`src/rtl/gow_pkg.sv`:
```
// Shared types and constants for the glyph outline walker.
`default_nettype none

package gow_pkg;

  // Value that marks an empty bounding box corner.
  localparam logic signed [15:0] EMPTY_MARK = 16'sd30000;
  localparam logic signed [15:0] EMPTY_MARK_NEG = -16'sd30000;

  // Configuration register indexes.
  typedef enum logic [1:0] {
    CFG_BEGIN_LOOP     = 2'd0,
    CFG_END_BEGIN_LOOP = 2'd1,
    CFG_RET_END_LOOP   = 2'd2,
    CFG_RETURN         = 2'd3
  } cfg_index_e;

  // Result kinds.
  typedef enum logic [1:0] {
    KIND_VERTEX = 2'd0,
    KIND_FINISH = 2'd1,
    KIND_BAD    = 2'd2
  } kind_e;

  // Which word of the program is expected next.
  typedef enum logic [1:0] {
    PH_OPCODE = 2'd0,
    PH_COUNT  = 2'd1,
    PH_X      = 2'd2,
    PH_Y      = 2'd3
  } phase_e;

  // Controller states.
  typedef enum logic [1:0] {
    ST_RUN    = 2'd0,
    ST_READ   = 2'd1,
    ST_POP    = 2'd2,
    ST_FINISH = 2'd3
  } ctrl_state_e;

  // Commands from the controller to the datapath.
  typedef struct packed {
    logic take;      // process the accepted program word
    logic pop_read;  // read the stack entry below the count
    logic pop_emit;  // emit the entry read and drop it from the stack
    logic finish;    // emit the finish result and clear the glyph
  } dp_cmd_t;

  // Status from the datapath to the controller.
  typedef struct packed {
    logic word_emits;  // the presented word would emit a result at once
    logic ret_word;    // the presented word is a return opcode
    logic count_gt1;   // more than one start is saved
    logic out_free;    // the output register can take a result this cycle
  } dp_status_t;

endpackage

`default_nettype wire

```
`src/rtl/gow_datapath.sv`:
```
// Datapath of the glyph outline walker: registers, start stack, box and output register.
`default_nettype none

module gow_datapath #(
  parameter int unsigned STACK_DEPTH = 16
) (
  input  wire logic                clk_i,
  input  wire logic                rst_ni,
  input  wire logic                cfg_we_i,
  input  wire logic [1:0]          cfg_index_i,
  input  wire logic [15:0]         cfg_data_i,
  input  wire logic signed [15:0]  program_word_i,
  input  wire gow_pkg::dp_cmd_t    cmd_i,
  output gow_pkg::dp_status_t      status_o,
  input  wire logic                out_ready_i,
  output logic                     out_valid_o,
  output logic [1:0]               kind_o,
  output logic signed [15:0]       vertex_x_o,
  output logic signed [15:0]       vertex_y_o,
  output logic signed [15:0]       box_left_o,
  output logic signed [15:0]       box_bottom_o,
  output logic signed [15:0]       box_right_o,
  output logic signed [15:0]       box_top_o,
  output logic                     overflowed_o,
  output logic                     last_of_run_o
);

  localparam int unsigned CW = $clog2(STACK_DEPTH + 1);
  localparam int unsigned AW = $clog2(STACK_DEPTH);

  // Opcode registers.
  logic signed [15:0] op_begin_q, op_end_begin_q, op_ret_end_q, op_return_q;

  // Parser and glyph state.
  gow_pkg::phase_e    phase_q, phase_d;
  logic [14:0]        left_q, left_d;
  logic signed [15:0] pend_x_q, pend_x_d;
  logic               loop_vtx_q, loop_vtx_d;
  logic               glyph_vtx_q, glyph_vtx_d;
  logic [CW-1:0]      count_q, count_d;
  logic signed [15:0] box_l_q, box_b_q, box_r_q, box_t_q;
  logic signed [15:0] box_l_d, box_b_d, box_r_d, box_t_d;
  logic               ovf_q, ovf_d;
  logic signed [15:0] top_x_q, top_y_q;

  // Start stack and its registered read port.
  logic [31:0]        stack_mem [STACK_DEPTH];
  logic [31:0]        rd_q;
  logic               push;
  logic [CW-1:0]      below_count;

  // Output register.
  logic               out_valid_q, out_valid_d;
  gow_pkg::kind_e     kind_q, kind_d;
  logic signed [15:0] vx_q, vy_q, bl_q, bb_q, br_q, bt_q;
  logic signed [15:0] vx_d, vy_d, bl_d, bb_d, br_d, bt_d;
  logic               ovo_q, ovo_d, last_q, last_d;

  // Word decode.
  logic is_loop, is_ret, is_bad, count_full, emit, emit_vtx, clear, out_free;
  logic [14:0] left_dec;

  assign is_loop = (program_word_i == op_end_begin_q) || (program_word_i == op_begin_q);
  assign is_ret = !is_loop &&
                  ((program_word_i == op_ret_end_q) || (program_word_i == op_return_q));
  assign is_bad = !is_loop && !is_ret;
  assign count_full = (count_q == CW'(STACK_DEPTH));
  assign out_free = !out_valid_q || out_ready_i;
  assign below_count = count_q - CW'(1);
  assign left_dec = (left_q != 15'd0) ? left_q - 15'd1 : 15'd0;
  assign push = cmd_i.take && (phase_q == gow_pkg::PH_Y) && !loop_vtx_q && !count_full;

  // Status toward the controller.
  always_comb begin
    status_o.out_free = out_free;
    status_o.count_gt1 = count_q > CW'(1);
    status_o.ret_word = (phase_q == gow_pkg::PH_OPCODE) && is_ret;
    case (phase_q)
      gow_pkg::PH_OPCODE: status_o.word_emits = is_bad || (is_loop && glyph_vtx_q);
      gow_pkg::PH_Y:      status_o.word_emits = 1'b1;
      default:            status_o.word_emits = 1'b0;
    endcase
  end

  // Result selection and next state of the walker.
  always_comb begin
    emit = 1'b0;
    emit_vtx = 1'b0;
    clear = 1'b0;
    kind_d = gow_pkg::KIND_VERTEX;
    vx_d = '0;
    vy_d = '0;
    bl_d = '0;
    bb_d = '0;
    br_d = '0;
    bt_d = '0;
    ovo_d = ovf_q;
    last_d = 1'b1;
    phase_d = phase_q;
    left_d = left_q;
    pend_x_d = pend_x_q;
    loop_vtx_d = loop_vtx_q;
    glyph_vtx_d = glyph_vtx_q;
    count_d = count_q;
    ovf_d = ovf_q;

    if (cmd_i.take) begin
      case (phase_q)
        gow_pkg::PH_OPCODE: begin
          if (is_loop) begin
            // A new loop closes the previous one with its saved start.
            if (glyph_vtx_q) begin
              emit_vtx = 1'b1;
              vx_d = top_x_q;
              vy_d = top_y_q;
            end
            loop_vtx_d = 1'b0;
            phase_d = gow_pkg::PH_COUNT;
          end else if (is_bad) begin
            emit = 1'b1;
            kind_d = gow_pkg::KIND_BAD;
            clear = 1'b1;
          end
        end
        gow_pkg::PH_COUNT: begin
          if (program_word_i < 16'sd1) begin
            left_d = '0;
            phase_d = gow_pkg::PH_OPCODE;
          end else begin
            left_d = program_word_i[14:0];
            phase_d = gow_pkg::PH_X;
          end
        end
        gow_pkg::PH_X: begin
          pend_x_d = program_word_i;
          phase_d = gow_pkg::PH_Y;
        end
        default: begin
          emit_vtx = 1'b1;
          vx_d = pend_x_q;
          vy_d = program_word_i;
          // The first vertex of a loop is saved, or flagged when the stack is full.
          if (!loop_vtx_q) begin
            if (count_full) begin
              ovf_d = 1'b1;
              ovo_d = 1'b1;
            end else begin
              count_d = count_q + CW'(1);
            end
          end
          loop_vtx_d = 1'b1;
          glyph_vtx_d = 1'b1;
          left_d = left_dec;
          phase_d = (left_dec != 15'd0) ? gow_pkg::PH_X : gow_pkg::PH_OPCODE;
        end
      endcase
    end else if (cmd_i.pop_emit) begin
      emit_vtx = 1'b1;
      vx_d = rd_q[31:16];
      vy_d = rd_q[15:0];
      last_d = 1'b0;
      count_d = below_count;
    end else if (cmd_i.finish) begin
      emit = 1'b1;
      kind_d = gow_pkg::KIND_FINISH;
      clear = 1'b1;
      // A box that never moved off the marker reports the marker on all sides.
      if (box_l_q == gow_pkg::EMPTY_MARK) begin
        bl_d = gow_pkg::EMPTY_MARK;
        bb_d = gow_pkg::EMPTY_MARK;
        br_d = gow_pkg::EMPTY_MARK;
        bt_d = gow_pkg::EMPTY_MARK;
      end else begin
        bl_d = box_l_q;
        bb_d = box_b_q;
        br_d = box_r_q;
        bt_d = box_t_q;
      end
    end

    // Every emitted vertex widens the box.
    box_l_d = box_l_q;
    box_b_d = box_b_q;
    box_r_d = box_r_q;
    box_t_d = box_t_q;
    if (emit_vtx) begin
      emit = 1'b1;
      if (vx_d < box_l_q) box_l_d = vx_d;
      if (vy_d < box_b_q) box_b_d = vy_d;
      if (vx_d > box_r_q) box_r_d = vx_d;
      if (vy_d > box_t_q) box_t_d = vy_d;
    end

    // The end of a glyph returns the walker to its reset state.
    if (clear) begin
      phase_d = gow_pkg::PH_OPCODE;
      left_d = '0;
      pend_x_d = '0;
      loop_vtx_d = 1'b0;
      glyph_vtx_d = 1'b0;
      count_d = '0;
      box_l_d = gow_pkg::EMPTY_MARK;
      box_b_d = gow_pkg::EMPTY_MARK;
      box_r_d = gow_pkg::EMPTY_MARK_NEG;
      box_t_d = gow_pkg::EMPTY_MARK_NEG;
      ovf_d = 1'b0;
    end

    out_valid_d = emit || (out_valid_q && !out_ready_i);
  end

  // Opcode registers.
  always_ff @(posedge clk_i or negedge rst_ni) begin
    if (!rst_ni) begin
      op_begin_q <= 16'sd1;
      op_end_begin_q <= 16'sd2;
      op_ret_end_q <= 16'sd3;
      op_return_q <= 16'sd4;
    end else if (cfg_we_i) begin
      case (cfg_index_i)
        gow_pkg::CFG_BEGIN_LOOP:     op_begin_q <= cfg_data_i;
        gow_pkg::CFG_END_BEGIN_LOOP: op_end_begin_q <= cfg_data_i;
        gow_pkg::CFG_RET_END_LOOP:   op_ret_end_q <= cfg_data_i;
        gow_pkg::CFG_RETURN:         op_return_q <= cfg_data_i;
        default:                     op_return_q <= op_return_q;
      endcase
    end
  end

  // Walker state and output valid.
  always_ff @(posedge clk_i or negedge rst_ni) begin
    if (!rst_ni) begin
      phase_q <= gow_pkg::PH_OPCODE;
      left_q <= '0;
      pend_x_q <= '0;
      loop_vtx_q <= 1'b0;
      glyph_vtx_q <= 1'b0;
      count_q <= '0;
      box_l_q <= gow_pkg::EMPTY_MARK;
      box_b_q <= gow_pkg::EMPTY_MARK;
      box_r_q <= gow_pkg::EMPTY_MARK_NEG;
      box_t_q <= gow_pkg::EMPTY_MARK_NEG;
      ovf_q <= 1'b0;
      out_valid_q <= 1'b0;
    end else begin
      phase_q <= phase_d;
      left_q <= left_d;
      pend_x_q <= pend_x_d;
      loop_vtx_q <= loop_vtx_d;
      glyph_vtx_q <= glyph_vtx_d;
      count_q <= count_d;
      box_l_q <= box_l_d;
      box_b_q <= box_b_d;
      box_r_q <= box_r_d;
      box_t_q <= box_t_d;
      ovf_q <= ovf_d;
      out_valid_q <= out_valid_d;
    end
  end

  // Newest saved start, kept beside the stack for the loop re-emit.
  always_ff @(posedge clk_i) begin
    if (push) begin
      top_x_q <= pend_x_q;
      top_y_q <= program_word_i;
    end
  end

  // Start stack memory with a registered read.
  always_ff @(posedge clk_i) begin
    if (push) begin
      stack_mem[count_q[AW-1:0]] <= {pend_x_q, program_word_i};
    end
    if (cmd_i.pop_read) begin
      rd_q <= stack_mem[below_count[AW-1:0]];
    end
  end

  // Output payload register.
  always_ff @(posedge clk_i) begin
    if (emit) begin
      kind_q <= kind_d;
      vx_q <= vx_d;
      vy_q <= vy_d;
      bl_q <= bl_d;
      bb_q <= bb_d;
      br_q <= br_d;
      bt_q <= bt_d;
      ovo_q <= ovo_d;
      last_q <= last_d;
    end
  end

  assign out_valid_o = out_valid_q;
  assign kind_o = kind_q;
  assign vertex_x_o = vx_q;
  assign vertex_y_o = vy_q;
  assign box_left_o = bl_q;
  assign box_bottom_o = bb_q;
  assign box_right_o = br_q;
  assign box_top_o = bt_q;
  assign overflowed_o = ovo_q;
  assign last_of_run_o = last_q;

endmodule

`default_nettype wire

```
`src/rtl/gow_ctrl.sv`:
```
// Controller of the glyph outline walker: input handshake and stack unwind sequence.
`default_nettype none

module gow_ctrl (
  input  wire logic                clk_i,
  input  wire logic                rst_ni,
  input  wire logic                in_valid_i,
  output logic                     in_ready_o,
  input  wire gow_pkg::dp_status_t status_i,
  output gow_pkg::dp_cmd_t         cmd_o
);

  gow_pkg::ctrl_state_e state_q, state_d;

  // State register.
  always_ff @(posedge clk_i or negedge rst_ni) begin
    if (!rst_ni) begin
      state_q <= gow_pkg::ST_RUN;
    end else begin
      state_q <= state_d;
    end
  end

  // Next state and commands.
  always_comb begin
    state_d = state_q;
    cmd_o = '0;
    in_ready_o = 1'b0;
    case (state_q)
      gow_pkg::ST_RUN: begin
        // Words that emit nothing pass even while a result waits.
        in_ready_o = status_i.out_free || !status_i.word_emits;
        if (in_valid_i && in_ready_o) begin
          cmd_o.take = 1'b1;
          if (status_i.ret_word) state_d = gow_pkg::ST_READ;
        end
      end
      gow_pkg::ST_READ: begin
        if (status_i.count_gt1) begin
          cmd_o.pop_read = 1'b1;
          state_d = gow_pkg::ST_POP;
        end else begin
          state_d = gow_pkg::ST_FINISH;
        end
      end
      gow_pkg::ST_POP: begin
        if (status_i.out_free) begin
          cmd_o.pop_emit = 1'b1;
          state_d = gow_pkg::ST_READ;
        end
      end
      gow_pkg::ST_FINISH: begin
        if (status_i.out_free) begin
          cmd_o.finish = 1'b1;
          state_d = gow_pkg::ST_RUN;
        end
      end
      default: state_d = gow_pkg::ST_RUN;
    endcase
  end

endmodule

`default_nettype wire

```
`src/rtl/glyph_outline_walker.sv`:
```
// Top level of the glyph outline walker.
`default_nettype none

// The walker takes one program word per cycle whenever that word emits no result
// or the output register is free, so count and x words and return opcodes never
// stall; a y word, a bad opcode or a loop re-emit needs only a free output slot.
// A taken return opcode then unwinds the start stack, popping every saved start
// but the oldest, each by a registered stack memory read and then an emit, and
// then emits the finish result once it sees that no start is left to pop; the
// pop emits and the finish wait while the output is stalled, and no word is
// taken meanwhile. Opcode values must be written through the configuration port
// only while the block is idle; the block itself does not enforce this.
module glyph_outline_walker #(
  parameter int unsigned STACK_DEPTH = 16
) (
  input  wire logic               clk_i,
  input  wire logic               rst_ni,
  input  wire logic               cfg_we_i,
  input  wire logic [1:0]         cfg_index_i,
  input  wire logic [15:0]        cfg_data_i,
  input  wire logic               in_valid_i,
  output logic                    in_ready_o,
  input  wire logic signed [15:0] program_word_i,
  output logic                    out_valid_o,
  input  wire logic               out_ready_i,
  output logic [1:0]              kind_o,
  output logic signed [15:0]      vertex_x_o,
  output logic signed [15:0]      vertex_y_o,
  output logic signed [15:0]      box_left_o,
  output logic signed [15:0]      box_bottom_o,
  output logic signed [15:0]      box_right_o,
  output logic signed [15:0]      box_top_o,
  output logic                    overflowed_o,
  output logic                    last_of_run_o
);

  gow_pkg::dp_cmd_t    cmd;
  gow_pkg::dp_status_t status;

  gow_ctrl u_ctrl (
    .clk_i      (clk_i),
    .rst_ni     (rst_ni),
    .in_valid_i (in_valid_i),
    .in_ready_o (in_ready_o),
    .status_i   (status),
    .cmd_o      (cmd)
  );

  gow_datapath #(
    .STACK_DEPTH (STACK_DEPTH)
  ) u_datapath (
    .clk_i          (clk_i),
    .rst_ni         (rst_ni),
    .cfg_we_i       (cfg_we_i),
    .cfg_index_i    (cfg_index_i),
    .cfg_data_i     (cfg_data_i),
    .program_word_i (program_word_i),
    .cmd_i          (cmd),
    .status_o       (status),
    .out_ready_i    (out_ready_i),
    .out_valid_o    (out_valid_o),
    .kind_o         (kind_o),
    .vertex_x_o     (vertex_x_o),
    .vertex_y_o     (vertex_y_o),
    .box_left_o     (box_left_o),
    .box_bottom_o   (box_bottom_o),
    .box_right_o    (box_right_o),
    .box_top_o      (box_top_o),
    .overflowed_o   (overflowed_o),
    .last_of_run_o  (last_of_run_o)
  );

endmodule

`default_nettype wire

```
`config.mk`:
```
export PLATFORM = sky130hd
export DESIGN_NAME = glyph_outline_walker
export DESIGN_NICKNAME = d
export VERILOG_FILES = /design/src/rtl/gow_pkg.sv /design/src/rtl/gow_datapath.sv /design/src/rtl/gow_ctrl.sv /design/src/rtl/glyph_outline_walker.sv
export SDC_FILE = /design/constraint.sdc
export NUM_CORES = 1
export LEC_CHECK = 0
export BUFFER_PORTS_ARGS = -buffer_cell sky130_fd_sc_hd__buf_2
export CORE_MARGIN = 2
export CORE_UTILIZATION = 55
export CTS_CLUSTER_DIAMETER = 40
export DETAILED_ROUTE_END_ITERATION = 8
export PLACE_DENSITY_LB_ADDON = 0.25
export SLEW_MARGIN = 5
export SYNTH_ARGS = -nofsm -noshare
export SYNTH_HDL_FRONTEND = slang
export SYNTH_SLANG_ARGS = --single-unit
```
`constraint.sdc`:
```
create_clock -name clk_i -period 21.3 [get_ports clk_i]
set_input_delay 3.195 -clock clk_i [delete_from_list [all_inputs] [get_ports clk_i]]
set_output_delay 3.195 -clock clk_i [all_outputs]
set_load 0.05 [all_outputs]
```
==> results.md, run 1 <==
- Outcome: complete, no violations
- Switching power of the nets: 0.002378 W
- CP endpoint kind: primary output
- Power per cell area: 158.8 nW/um^2
- Share of the synthesized area in the top cell type: 57.03%
- Sequential share of power: 36.6%
- Level count of the clock H-tree: 3
- Worst min path class: register to register
- Port bufs: 140
- Top-Level Pins: 141
- Maximum number of buffers from clock root to sink: 3
- Min setup slack post-route: 12.30 ns
- Endpoint arrival time on the critical path: 5.80 ns
- Number of DRC markers in iteration 0: 2,141
- GPL Wtd Cong: 0.9109
- DIE HEIGHT: 258.4 um
- Setup repair after global routing missed its margin: false
- Transition at the pin with the smallest max-transition slack: 1.202 ns
- CTS tree: done
- Total number of clock tree sinks: 848
- Clock-pin slew reported for the worst setup and hold paths after clock tree synthesis: 0.06 ns
- Antenna violations before repair: 1
- Number of resized instances in the post-cts repair step: 0
- Synth Warn #: 0
- Hold buffers post-CTS: 0
- Proportion of layout cells with a drive suffix above 1: 28.90%
- Switching Fraction: 36.55%
- Distinct cells, synth: 74
- Residual DRC: 0
- FFs w/ async S/R, synth: 20.28%
- Leading register cell type out of synthesis: sky130_fd_sc_hd__edfxtp_1
- Setup clock skew after layout: 0.02595 ns
- Via count: 20,284
- Largest fanout of any net on the critical path: 25
- Starting density of the core: 55.42%
- Total wirelength of the detailed-routed design: 88.17 mm
- Mean routed wirelength per cell: 27.05 um
- Filler cell count: 4,483
- Maximum number of pins on one net before global-route repair: 84
- Ant. Diodes: 0
- Number of nets with antenna violations after detailed routing: 0
- Clock network fraction of design power: 28.2%
- Rows: 93
- Slew Limit Fails: 0
- Flops & latches, synth: 848
- Peak ir drop on the vdd network: 0.00009660 V
- Standby leakage power: 15.09 nW
- Final worst-path cycle share: 42.24%
- Internal Pwr Total: 0.004128 W
- Area of the core: 64,230 um^2
- Hold Startpoint: u_datapath.box_t_q[1]$_DFFE_PN0P_
- Number of nets in the synthesized netlist: 2,247
- Combinational share of power: 35.3%
- Final hold vios: 0
- Cell Area, Synth: 35,600 um^2
- Via count of the first global-routing pass: 20,709
- Worst-case setup slack after placement: 11.82 ns
- Routed via count divided by cell count: 6.222
- Root Buffer: sky130_fd_sc_hd__clkbuf_16
- Number of instances in the synthesized netlist: 2,135
- Detail Placement HPWL: 52.63 mm
- Library cell with the largest summed area after synthesis: sky130_fd_sc_hd__edfxtp_1
- Worst reg2reg path depth: 18
- Total Routing Usage GR: 26.72%
- Critical path origin: program_word_i[1]
- Final number of setup-violating endpoints: 0
- Global-route wire length before repair: 131.6 mm
- Cts bufs inserted: 104
- Clock insertion delay at the later pin of the skew report: 0.67 ns
- Relative slew margins: 19.63%
- Summed negative setup slack over all endpoints: 0 ns
- Die area: 66,770 um^2
- Achievable frequency: 0.1112 GHz
- Crit Reg-Reg Startpoint: u_datapath.op_return_q[0]$_DFFE_PN0P_
- Most frequent standard cell in the layout excluding fill and tap cells: sky130_fd_sc_hd__edfxtp_1
- Startpoint type of the worst setup path: input pin
- Global route total overflow: 0
- Data required time of the worst path: 18.11 ns
- Hold path depth: 1
- Post-CTS Setup Inserts: 0
- Net count, final: 2,425
- Synth-to-Final Area Change: 15.13%
- Fraction of the core area covered by cells at the end of the flow: 63.80%
- Post-synthesis sequential area ratio: 69.23%
- Largest cells by area after synthesis: sky130_fd_sc_hd__edfxtp_1 57%, sky130_fd_sc_hd__mux4_2 10%, sky130_fd_sc_hd__dfrtp_1 9.9%
- Mean instance size in the synthesized netlist: 16.67 um^2
- Period minus WS final: 8.997 ns
- Commonest cells after routing, fill and taps aside: 676 x sky130_fd_sc_hd__edfxtp_1, 160 x sky130_fd_sc_hd__mux4_2, 140 x sky130_fd_sc_hd__dfrtp_1, 139 x sky130_fd_sc_hd__buf_2, 108 x sky130_fd_sc_hd__nand2_1
- WS Path Type: input pin to primary output
- Max-cap violation count: 0
- DR pass1 iterations: 7
- Die Width: 258.4 um
- Post-synth EDFFs: 676
## critical path, cell delays in order
cell and delay [ns]:
sky130_fd_sc_hd__buf_2 0.49, sky130_fd_sc_hd__xor2_1 0.14, sky130_fd_sc_hd__nor4_1 0.40, sky130_fd_sc_hd__nand4_1 0.29, sky130_fd_sc_hd__a2111oi_0 0.55, sky130_fd_sc_hd__a211oi_2 0.11, sky130_fd_sc_hd__buf_4 0.20, sky130_fd_sc_hd__and2_2 0.20
sky130_fd_sc_hd__buf_2 0.22
## logic make-up after synthesis
kind of cell | after synthesis | share of synthesized area [%]
multiplexers | 244 | 12.81
adder cells (fa/ha/maj) | 73 | 2.566
flip-flops | 848 | 69.23
AO/OA/AOI/OAI | 292 | 5.491
XOR/XNOR | 70 | 1.743
AND/OR/NAND/NOR | 407 | 5.649
buffers and inverters | 201 | 2.513
## registers in the layout, summed over array words and instances (netlist names), 5 cells and up
register,flops
u_datapath.box_left_o,16
u_datapath.box_b_q,16
u_datapath.box_l_q,16
u_datapath.count_q,5
u_datapath.box_right_o,16
u_datapath.top_x_q,16
u_datapath.box_t_q,16
u_datapath.vertex_y_o,16
u_datapath.op_end_begin_q,16
u_datapath.rd_q,32
u_datapath.op_begin_q,16
u_datapath.op_return_q,16
u_datapath.op_ret_end_q,16
u_datapath.vertex_x_o,16
u_datapath.top_y_q,16
u_datapath.box_r_q,16
u_datapath.left_q,15
u_datapath.pend_x_q,16
u_datapath.box_bottom_o,16
u_datapath.box_top_o,16
u_datapath.stack_mem,512
## path summary, 6_finish.rpt
kind                       slack (ns)                           endpoint
min in group asynchronous        2.45  u_datapath.box_r_q[8]$_DFFE_PN0P_
hold reg to reg                  0.52  u_datapath.box_t_q[1]$_DFFE_PN0P_
hold / removal                   0.52  u_datapath.box_t_q[1]$_DFFE_PN0P_
setup / recovery                12.30                         in_ready_o
max in group asynchronous       17.49  u_datapath.count_q[0]$_DFFE_PN0P_
setup reg to reg                14.89  u_datapath.box_r_q[3]$_DFFE_PN0P_
## power by group through the flow
stage	combinational, W	clock (W)	sequential, W
after global routing	0.00246	0.00192	0.00241
after CTS	0.00230	0.00186	0.00238
after floorplan	0.00139	0	0.00268
after global placement	0.00226	0	0.00240
after detailed placement	0.00229	0	0.00241
final	0.00230	0.00183	0.00238
## cell usage after synthesis, types with 6 or more instances
| master | count |
|---|---|
| sky130_fd_sc_hd__and3_1 | 8 |
| sky130_fd_sc_hd__a31oi_1 | 12 |
| sky130_fd_sc_hd__nor2_1 | 97 |
| sky130_fd_sc_hd__nor4_1 | 21 |
| sky130_fd_sc_hd__mux2_4 | 7 |
| sky130_fd_sc_hd__o21ai_0 | 86 |
| sky130_fd_sc_hd__and2_1 | 13 |
| sky130_fd_sc_hd__buf_6 | 12 |
| sky130_fd_sc_hd__nand2_1 | 110 |
| sky130_fd_sc_hd__o41ai_1 | 7 |
| sky130_fd_sc_hd__xnor2_1 | 38 |
| sky130_fd_sc_hd__a21o_1 | 21 |
| sky130_fd_sc_hd__nor3_1 | 54 |
| sky130_fd_sc_hd__dfrtp_1 | 141 |
| sky130_fd_sc_hd__a22o_1 | 43 |
| sky130_fd_sc_hd__a31o_2 | 7 |
| sky130_fd_sc_hd__nor2b_1 | 8 |
| sky130_fd_sc_hd__buf_1 | 14 |
| sky130_fd_sc_hd__nand4_1 | 31 |
| sky130_fd_sc_hd__a32oi_1 | 9 |
| sky130_fd_sc_hd__mux2_2 | 64 |
| sky130_fd_sc_hd__nand3_1 | 20 |
| sky130_fd_sc_hd__a211oi_1 | 10 |
| sky130_fd_sc_hd__ha_1 | 73 |
| sky130_fd_sc_hd__clkbuf_1 | 73 |
| sky130_fd_sc_hd__nor3b_1 | 19 |
| sky130_fd_sc_hd__a21oi_1 | 55 |
| sky130_fd_sc_hd__buf_2 | 12 |
| sky130_fd_sc_hd__edfxtp_1 | 676 |
| sky130_fd_sc_hd__mux2i_1 | 13 |
| sky130_fd_sc_hd__buf_4 | 6 |
| sky130_fd_sc_hd__mux4_2 | 160 |
| sky130_fd_sc_hd__xor2_1 | 31 |
| sky130_fd_sc_hd__inv_1 | 82 |
| sky130_fd_sc_hd__dfstp_2 | 31 |
## through the flow
stage          cell area (um^2)  hold slack [ns]  instances  power (W)
2_1_floorplan             35600           0.4628       2135   0.004065
3_3_place_gp              37300           0.4955       3062   0.004657
3_5_place_dp              37300           0.5027       3062   0.004694
4_1_cts                   40980           0.5159       3260   0.006531
5_1_grt                   40980           0.5252       3260   0.006792
6_report                  40980           0.5160       3260   0.006507
## layer usage
metal / part of all wire, % / wire, um / vias up / global-route usage (%)
met5: 0.012 / 11 / - / 0
met2: 49 / 42780 / 957 / 43.08
li1: - / - / 8722 / -
met3: 8.6 / 7599 / 177 / 5.673
met1: 40 / 35000 / 10426 / 36.54
met4: 3.2 / 2781 / 2 / 9.297
## area by class of cell
cell class                      instances  area, um^2  share of cell area [%]
Multi-Input combinational cell       1086       10190                   24.87
Inverter                               82       307.8                  0.7511
Clock inverter                         84       950.9                   2.320
Clock buffer                          114        2724                   6.647
Tap cell                              855        1070                   2.611
Timing Repair Buffer                  191        1090                   2.659
Sequential cell                       848       24650                   60.14
(Power assumes the default switching activity.)
==> run 2: changes to the inputs <==
Settings changed: ABC_AREA set to 1.
Clock period 21.3 ns to 7.6 ns, I/O delays scaled along.
==> run 2 against run 1 <==
Global-route usage increased by 1.7 points. Non-clock buffer count is 2 higher. First-iteration DRC count grew 42%.
==> results.md, run 2 <==
- Commonest cells after routing, fill and taps aside: 676 x sky130_fd_sc_hd__edfxtp_1, 415 x sky130_fd_sc_hd__nand2_1, 406 x sky130_fd_sc_hd__nor2_1, 343 x sky130_fd_sc_hd__o21ai_0, 212 x sky130_fd_sc_hd__inv_1 (was 676 x sky130_fd_sc_hd__edfxtp_1, 160 x sky130_fd_sc_hd__mux4_2, 140 x sky130_fd_sc_hd__dfrtp_1, 139 x sky130_fd_sc_hd__buf_2, 108 x sky130_fd_sc_hd__nand2_1)
- CTS tree: done (unchanged)
- Max FFs per register: 512 (unchanged)
- Final number of setup-violating endpoints: 0 (unchanged)
- Number of resized instances in the post-cts repair step: 0 (unchanged)
- Die area: 68,370 um^2 (was 66,770 um^2)
- Clock-pin slew reported for the worst setup and hold paths after clock tree synthesis: 0.06 ns (about the same)
- Worst reg2reg path depth: 29 (was 18)
- CP endpoint kind: register (was primary output)
- Total number of clock tree sinks: 848 (unchanged)
- Port bufs: 140 (unchanged)
- Power per cell area: 469.1 nW/um^2 (was 158.8 nW/um^2)
- Synthesized-area fraction occupied by and/or/nand/nor cells: 12.04% (was 5.649%)
- Crit path buffers/inverters: 6 (was 3)
- Antenna violations before repair: 6 (was 1)
- Total Routing Usage GR: 28.42% (was 26.72%)
- WS Path Type: input pin to register (was input pin to primary output)
- Hold path depth: 2 (was 1)
- Number of instances in the synthesized netlist: 3,125 (was 2,135)
- Largest fanout of any net on the critical path: 23 (was 25)
- Adder-cell share of the synthesized area: 2.505% (was 2.566%)
- Most frequent standard cell in the layout excluding fill and tap cells: sky130_fd_sc_hd__edfxtp_1 (unchanged)
- Rows: 94 (was 93)
- Via count of the first global-routing pass: 24,093 (was 20,709)
- Worst-case setup slack after placement: 1.095 ns (was 11.82 ns)
- Delay-heaviest family, CP: simple AND/OR/NAND/NOR gates (was buffers and inverters)
- CP max stage cell: sky130_fd_sc_hd__a22oi_1 (was sky130_fd_sc_hd__a2111oi_0)
- Portion of netlist area occupied by mux cells: 2.086% (was 12.81%)
- Switching Fraction: 41.88% (was 36.55%)
- Achievable frequency: 0.1690 GHz
- Proportion of layout cells with a drive suffix above 1: 14.69% (was 28.90%)
- Non-Filler Instances: 4,207 (was 3,260)
- Mean routed wirelength per cell: 23.10 um (was 27.05 um)
- Library cell with the largest summed area after synthesis: sky130_fd_sc_hd__edfxtp_1 (unchanged)
- Root Buffer: sky130_fd_sc_hd__clkbuf_16 (unchanged)
- Post-synth EDFFs: 676 (unchanged)
- Final worst-path cycle share: 77.87%
- Max-cap violation count: 0 (unchanged)
- Flops & latches, synth: 848 (unchanged)
- Number of DRC markers in iteration 0: 3,032 (was 2,141)
- DIE HEIGHT: 261.5 um (was 258.4 um)
- Global route total overflow: 0 (unchanged)
- Area of the core: 65,750 um^2 (was 64,230 um^2)
- Mean instance size in the synthesized netlist: 11.67 um^2 (was 16.67 um^2)
- GPL Wtd Cong: 0.9839 (was 0.9109)
- Synth Warn #: 0 (unchanged)
- Routed via count divided by cell count: 6.015 (was 6.222)
- Design Area, Final: 41,700 um^2 (was 40,980 um^2)
- Clock network fraction of design power: 26.1% (was 28.2%)
- Synth Area in XOR/XNOR: 1.033% (was 1.743%)
- Level count of the clock H-tree: 3 (unchanged)
- Cell area after placement: 38,040 um^2 (was 37,300 um^2)
- Synth-to-Final Area Change: 14.38% (was 15.13%)
- Period minus WS final: 5.918 ns
- Min setup slack post-route: 1.682 ns (was 12.30 ns)
- Total wirelength of the detailed-routed design: 97.20 mm (was 88.17 mm)
- Transition at the pin with the smallest max-transition slack: 1.308 ns (was 1.202 ns)
- Cell Area, Synth: 36,460 um^2 (was 35,600 um^2)
- Hold slack final: 0.4682 ns (was 0.5160 ns)
- Standby leakage power: 16.25 nW (was 15.09 nW)
- Post-CTS Setup Inserts: 0 (unchanged)
- Cts bufs inserted: 106 (was 104)
- Setup repair after global routing missed its margin: false (unchanged)
- Maximum number of pins on one net before global-route repair: 107 (was 84)
- Startpoint type of the worst setup path: input pin (unchanged)
- Top-Level Pins: 141 (unchanged)
- Die Width: 261.5 um (was 258.4 um)
- Sequential share of power: 35.0% (was 36.6%)
- Peak ir drop on the vdd network: 0.0004178 V (was 0.00009660 V)
- Via count: 25,304 (was 20,284)
- Most used cell, CP: sky130_fd_sc_hd__nand2_1 (was sky130_fd_sc_hd__buf_2)
- DR pass1 iterations: 6 (was 7)
- Most frequent cells after synthesis: 676 x sky130_fd_sc_hd__edfxtp_1, 420 x sky130_fd_sc_hd__nor2_1, 415 x sky130_fd_sc_hd__nand2_1 (was 676 x sky130_fd_sc_hd__edfxtp_1, 160 x sky130_fd_sc_hd__mux4_2, 141 x sky130_fd_sc_hd__dfrtp_1)
- Endpoint arrival time on the critical path: 6.44 ns (was 5.80 ns)
- Final hold vios: 0 (unchanged)
- Slew Limit Fails: 0 (unchanged)
- Detail Placement HPWL: 58.98 mm (was 52.63 mm)
- Data required time of the worst path: 8.12 ns (was 18.11 ns)
- Hold buffers post-CTS: 0 (unchanged)
- Top-count cell post-synth: sky130_fd_sc_hd__edfxtp_1 (unchanged)
- Number of nets with antenna violations after detailed routing: 0 (unchanged)
- Total stage count of the critical path: 30 (was 9)
- Synth Area in Compound Gates: 10.15% (was 5.491%)
- Global-route wire length before repair: 145.3 mm (was 131.6 mm)
- Number of nets in the synthesized netlist: 3,237 (was 2,247)
- Residual DRC: 0 (unchanged)
- Maximum number of buffers from clock root to sink: 3 (unchanged)
- Outcome: complete, no violations (unchanged)
- Net count, final: 3,363 (was 2,425)
- FFs w/ async S/R, synth: 20.28% (unchanged)
- Combinational share of power: 38.9% (was 35.3%)
- Largest stage delay, worst path: 0.62 ns (was 0.55 ns)
- Switching power of the nets: 0.008194 W (was 0.002378 W)
- Post-synthesis sequential area ratio: 67.59% (was 69.23%)
- Clock insertion delay at the later pin of the skew report: 0.66 ns (was 0.67 ns)
- Distinct cells, synth: 51 (was 74)
- Starting density of the core: 55.46% (was 55.42%)
- Leading register cell type out of synthesis: sky130_fd_sc_hd__edfxtp_1 (unchanged)
- Share of the synthesized area in the top cell type: 55.68% (was 57.03%)
- Setup clock skew after layout: 0.02482 ns (was 0.02595 ns)
- Relative slew margins: 12.58% (was 19.63%)
- Summed negative setup slack over all endpoints: 0 ns (unchanged)
- Dominant combinational cell family by area after synthesis: simple AND/OR/NAND/NOR gates (was multiplexers)
- Worst min path class: register to register (unchanged)
- Total instance count after detailed placement: 4,007 (was 3,062)
- Internal Pwr Total: 0.01137 W (was 0.004128 W)
- Largest cells by area after synthesis: sky130_fd_sc_hd__edfxtp_1 56%, sky130_fd_sc_hd__dfrtp_1 9.7%, sky130_fd_sc_hd__o21ai_0 4.7% (was sky130_fd_sc_hd__edfxtp_1 57%, sky130_fd_sc_hd__mux4_2 10%, sky130_fd_sc_hd__dfrtp_1 9.9%)
run 2: changes by cell type after synthesis, moves of 63 or more:
| cell | before | now |
|---|---|---|
| sky130_fd_sc_hd__inv_1 | 82 | 214 |
| sky130_fd_sc_hd__nand2_1 | 110 | 415 |
| sky130_fd_sc_hd__o21ai_0 | 86 | 343 |
| sky130_fd_sc_hd__nor2_1 | 97 | 420 |
| sky130_fd_sc_hd__o22ai_1 | 2 | 83 |
| sky130_fd_sc_hd__mux2i_1 | 13 | 76 |
| sky130_fd_sc_hd__mux4_2 | 160 | 0 |
| sky130_fd_sc_hd__mux2_2 | 64 | 0 |
| sky130_fd_sc_hd__nand3_1 | 20 | 111 |
run 2: power by group through the flow:
stage | Clock, W | Sequential [W] | Combinational [W]
2_1_floorplan | 0 | 0.00761 | 0.00456
3_3_place_gp | 0 | 0.00689 | 0.00732
3_5_place_dp | 0 | 0.00692 | 0.00749
4_1_cts | 0.00516 | 0.00683 | 0.00755
5_1_grt | 0.00534 | 0.00692 | 0.00831
6_report | 0.00511 | 0.00685 | 0.00761
run 2: worst paths after layout:
kind                                                        start                                     end  slack (ns)
setup / recovery                               program_word_i[13]       u_datapath.box_r_q[2]$_DFFE_PN0P_        1.68
hold / removal                 u_datapath.box_l_q[14]$_DFFE_PN1P_      u_datapath.box_l_q[14]$_DFFE_PN1P_        0.47
setup reg to reg           u_datapath.op_return_q[12]$_DFFE_PN0P_       u_datapath.box_r_q[2]$_DFFE_PN0P_        2.17
hold reg to reg                u_datapath.box_l_q[14]$_DFFE_PN1P_      u_datapath.box_l_q[14]$_DFFE_PN1P_        0.47
max in group asynchronous                                  rst_ni  u_datapath.op_return_q[11]$_DFFE_PN0P_        5.49
min in group asynchronous                                  rst_ni      u_datapath.box_t_q[13]$_DFFE_PN0P_        0.59
run 2: worst register-to-register path, delay by kind of cell, from the launching register on:
| kind | cells | cell delay, ns |
|---|---|---|
| flops | 1 | 0.39 |
| buf+inv | 5 | 0.94 |
| simple gates | 16 | 2.04 |
| xor+xnor | 2 | 0.30 |
| compound gates | 5 | 1.27 |
| fa+ha+maj | 1 | 0.37 |
run 2: final cells by class:
class,instances,area (um^2)
clock inverters,78,867.1
clock buffers,121,2791
fillers,4959,24040
inverters,231,874.6
diodes,1,2.502
multi-input cells,1871,10310
repair buffers,193,1130
flip-flops and latches,848,24650
well taps,864,1081
run 2: cells by family (layout without fill, tap and decap cells):
group / count (synthesis) / after routing
xor+xnor: 43 / 43
flops: 848 / 848
mux: 76 / 76
buf+inv: 406 / 623
simple gates: 1048 / 1048
compound gates: 631 / 631
fa+ha+maj: 73 / 73
other cells: 0 / 1
run 2: metal layers:
layer  GRT usage (%)  part of all wire [%]
met5               0                 0.028
met1           39.14                    40
met3           4.046                   8.4
met2           45.35                    47
met4           12.78                   4.4
run 2: per-stage QoR:
step	power, W	util [%]
floorplan	0.01216	-
global placement	0.01421	57.86
detailed placement	0.01441	57.86
CTS	0.01954	63.43
global route	0.02056	63.43
finish	0.01956	63.43
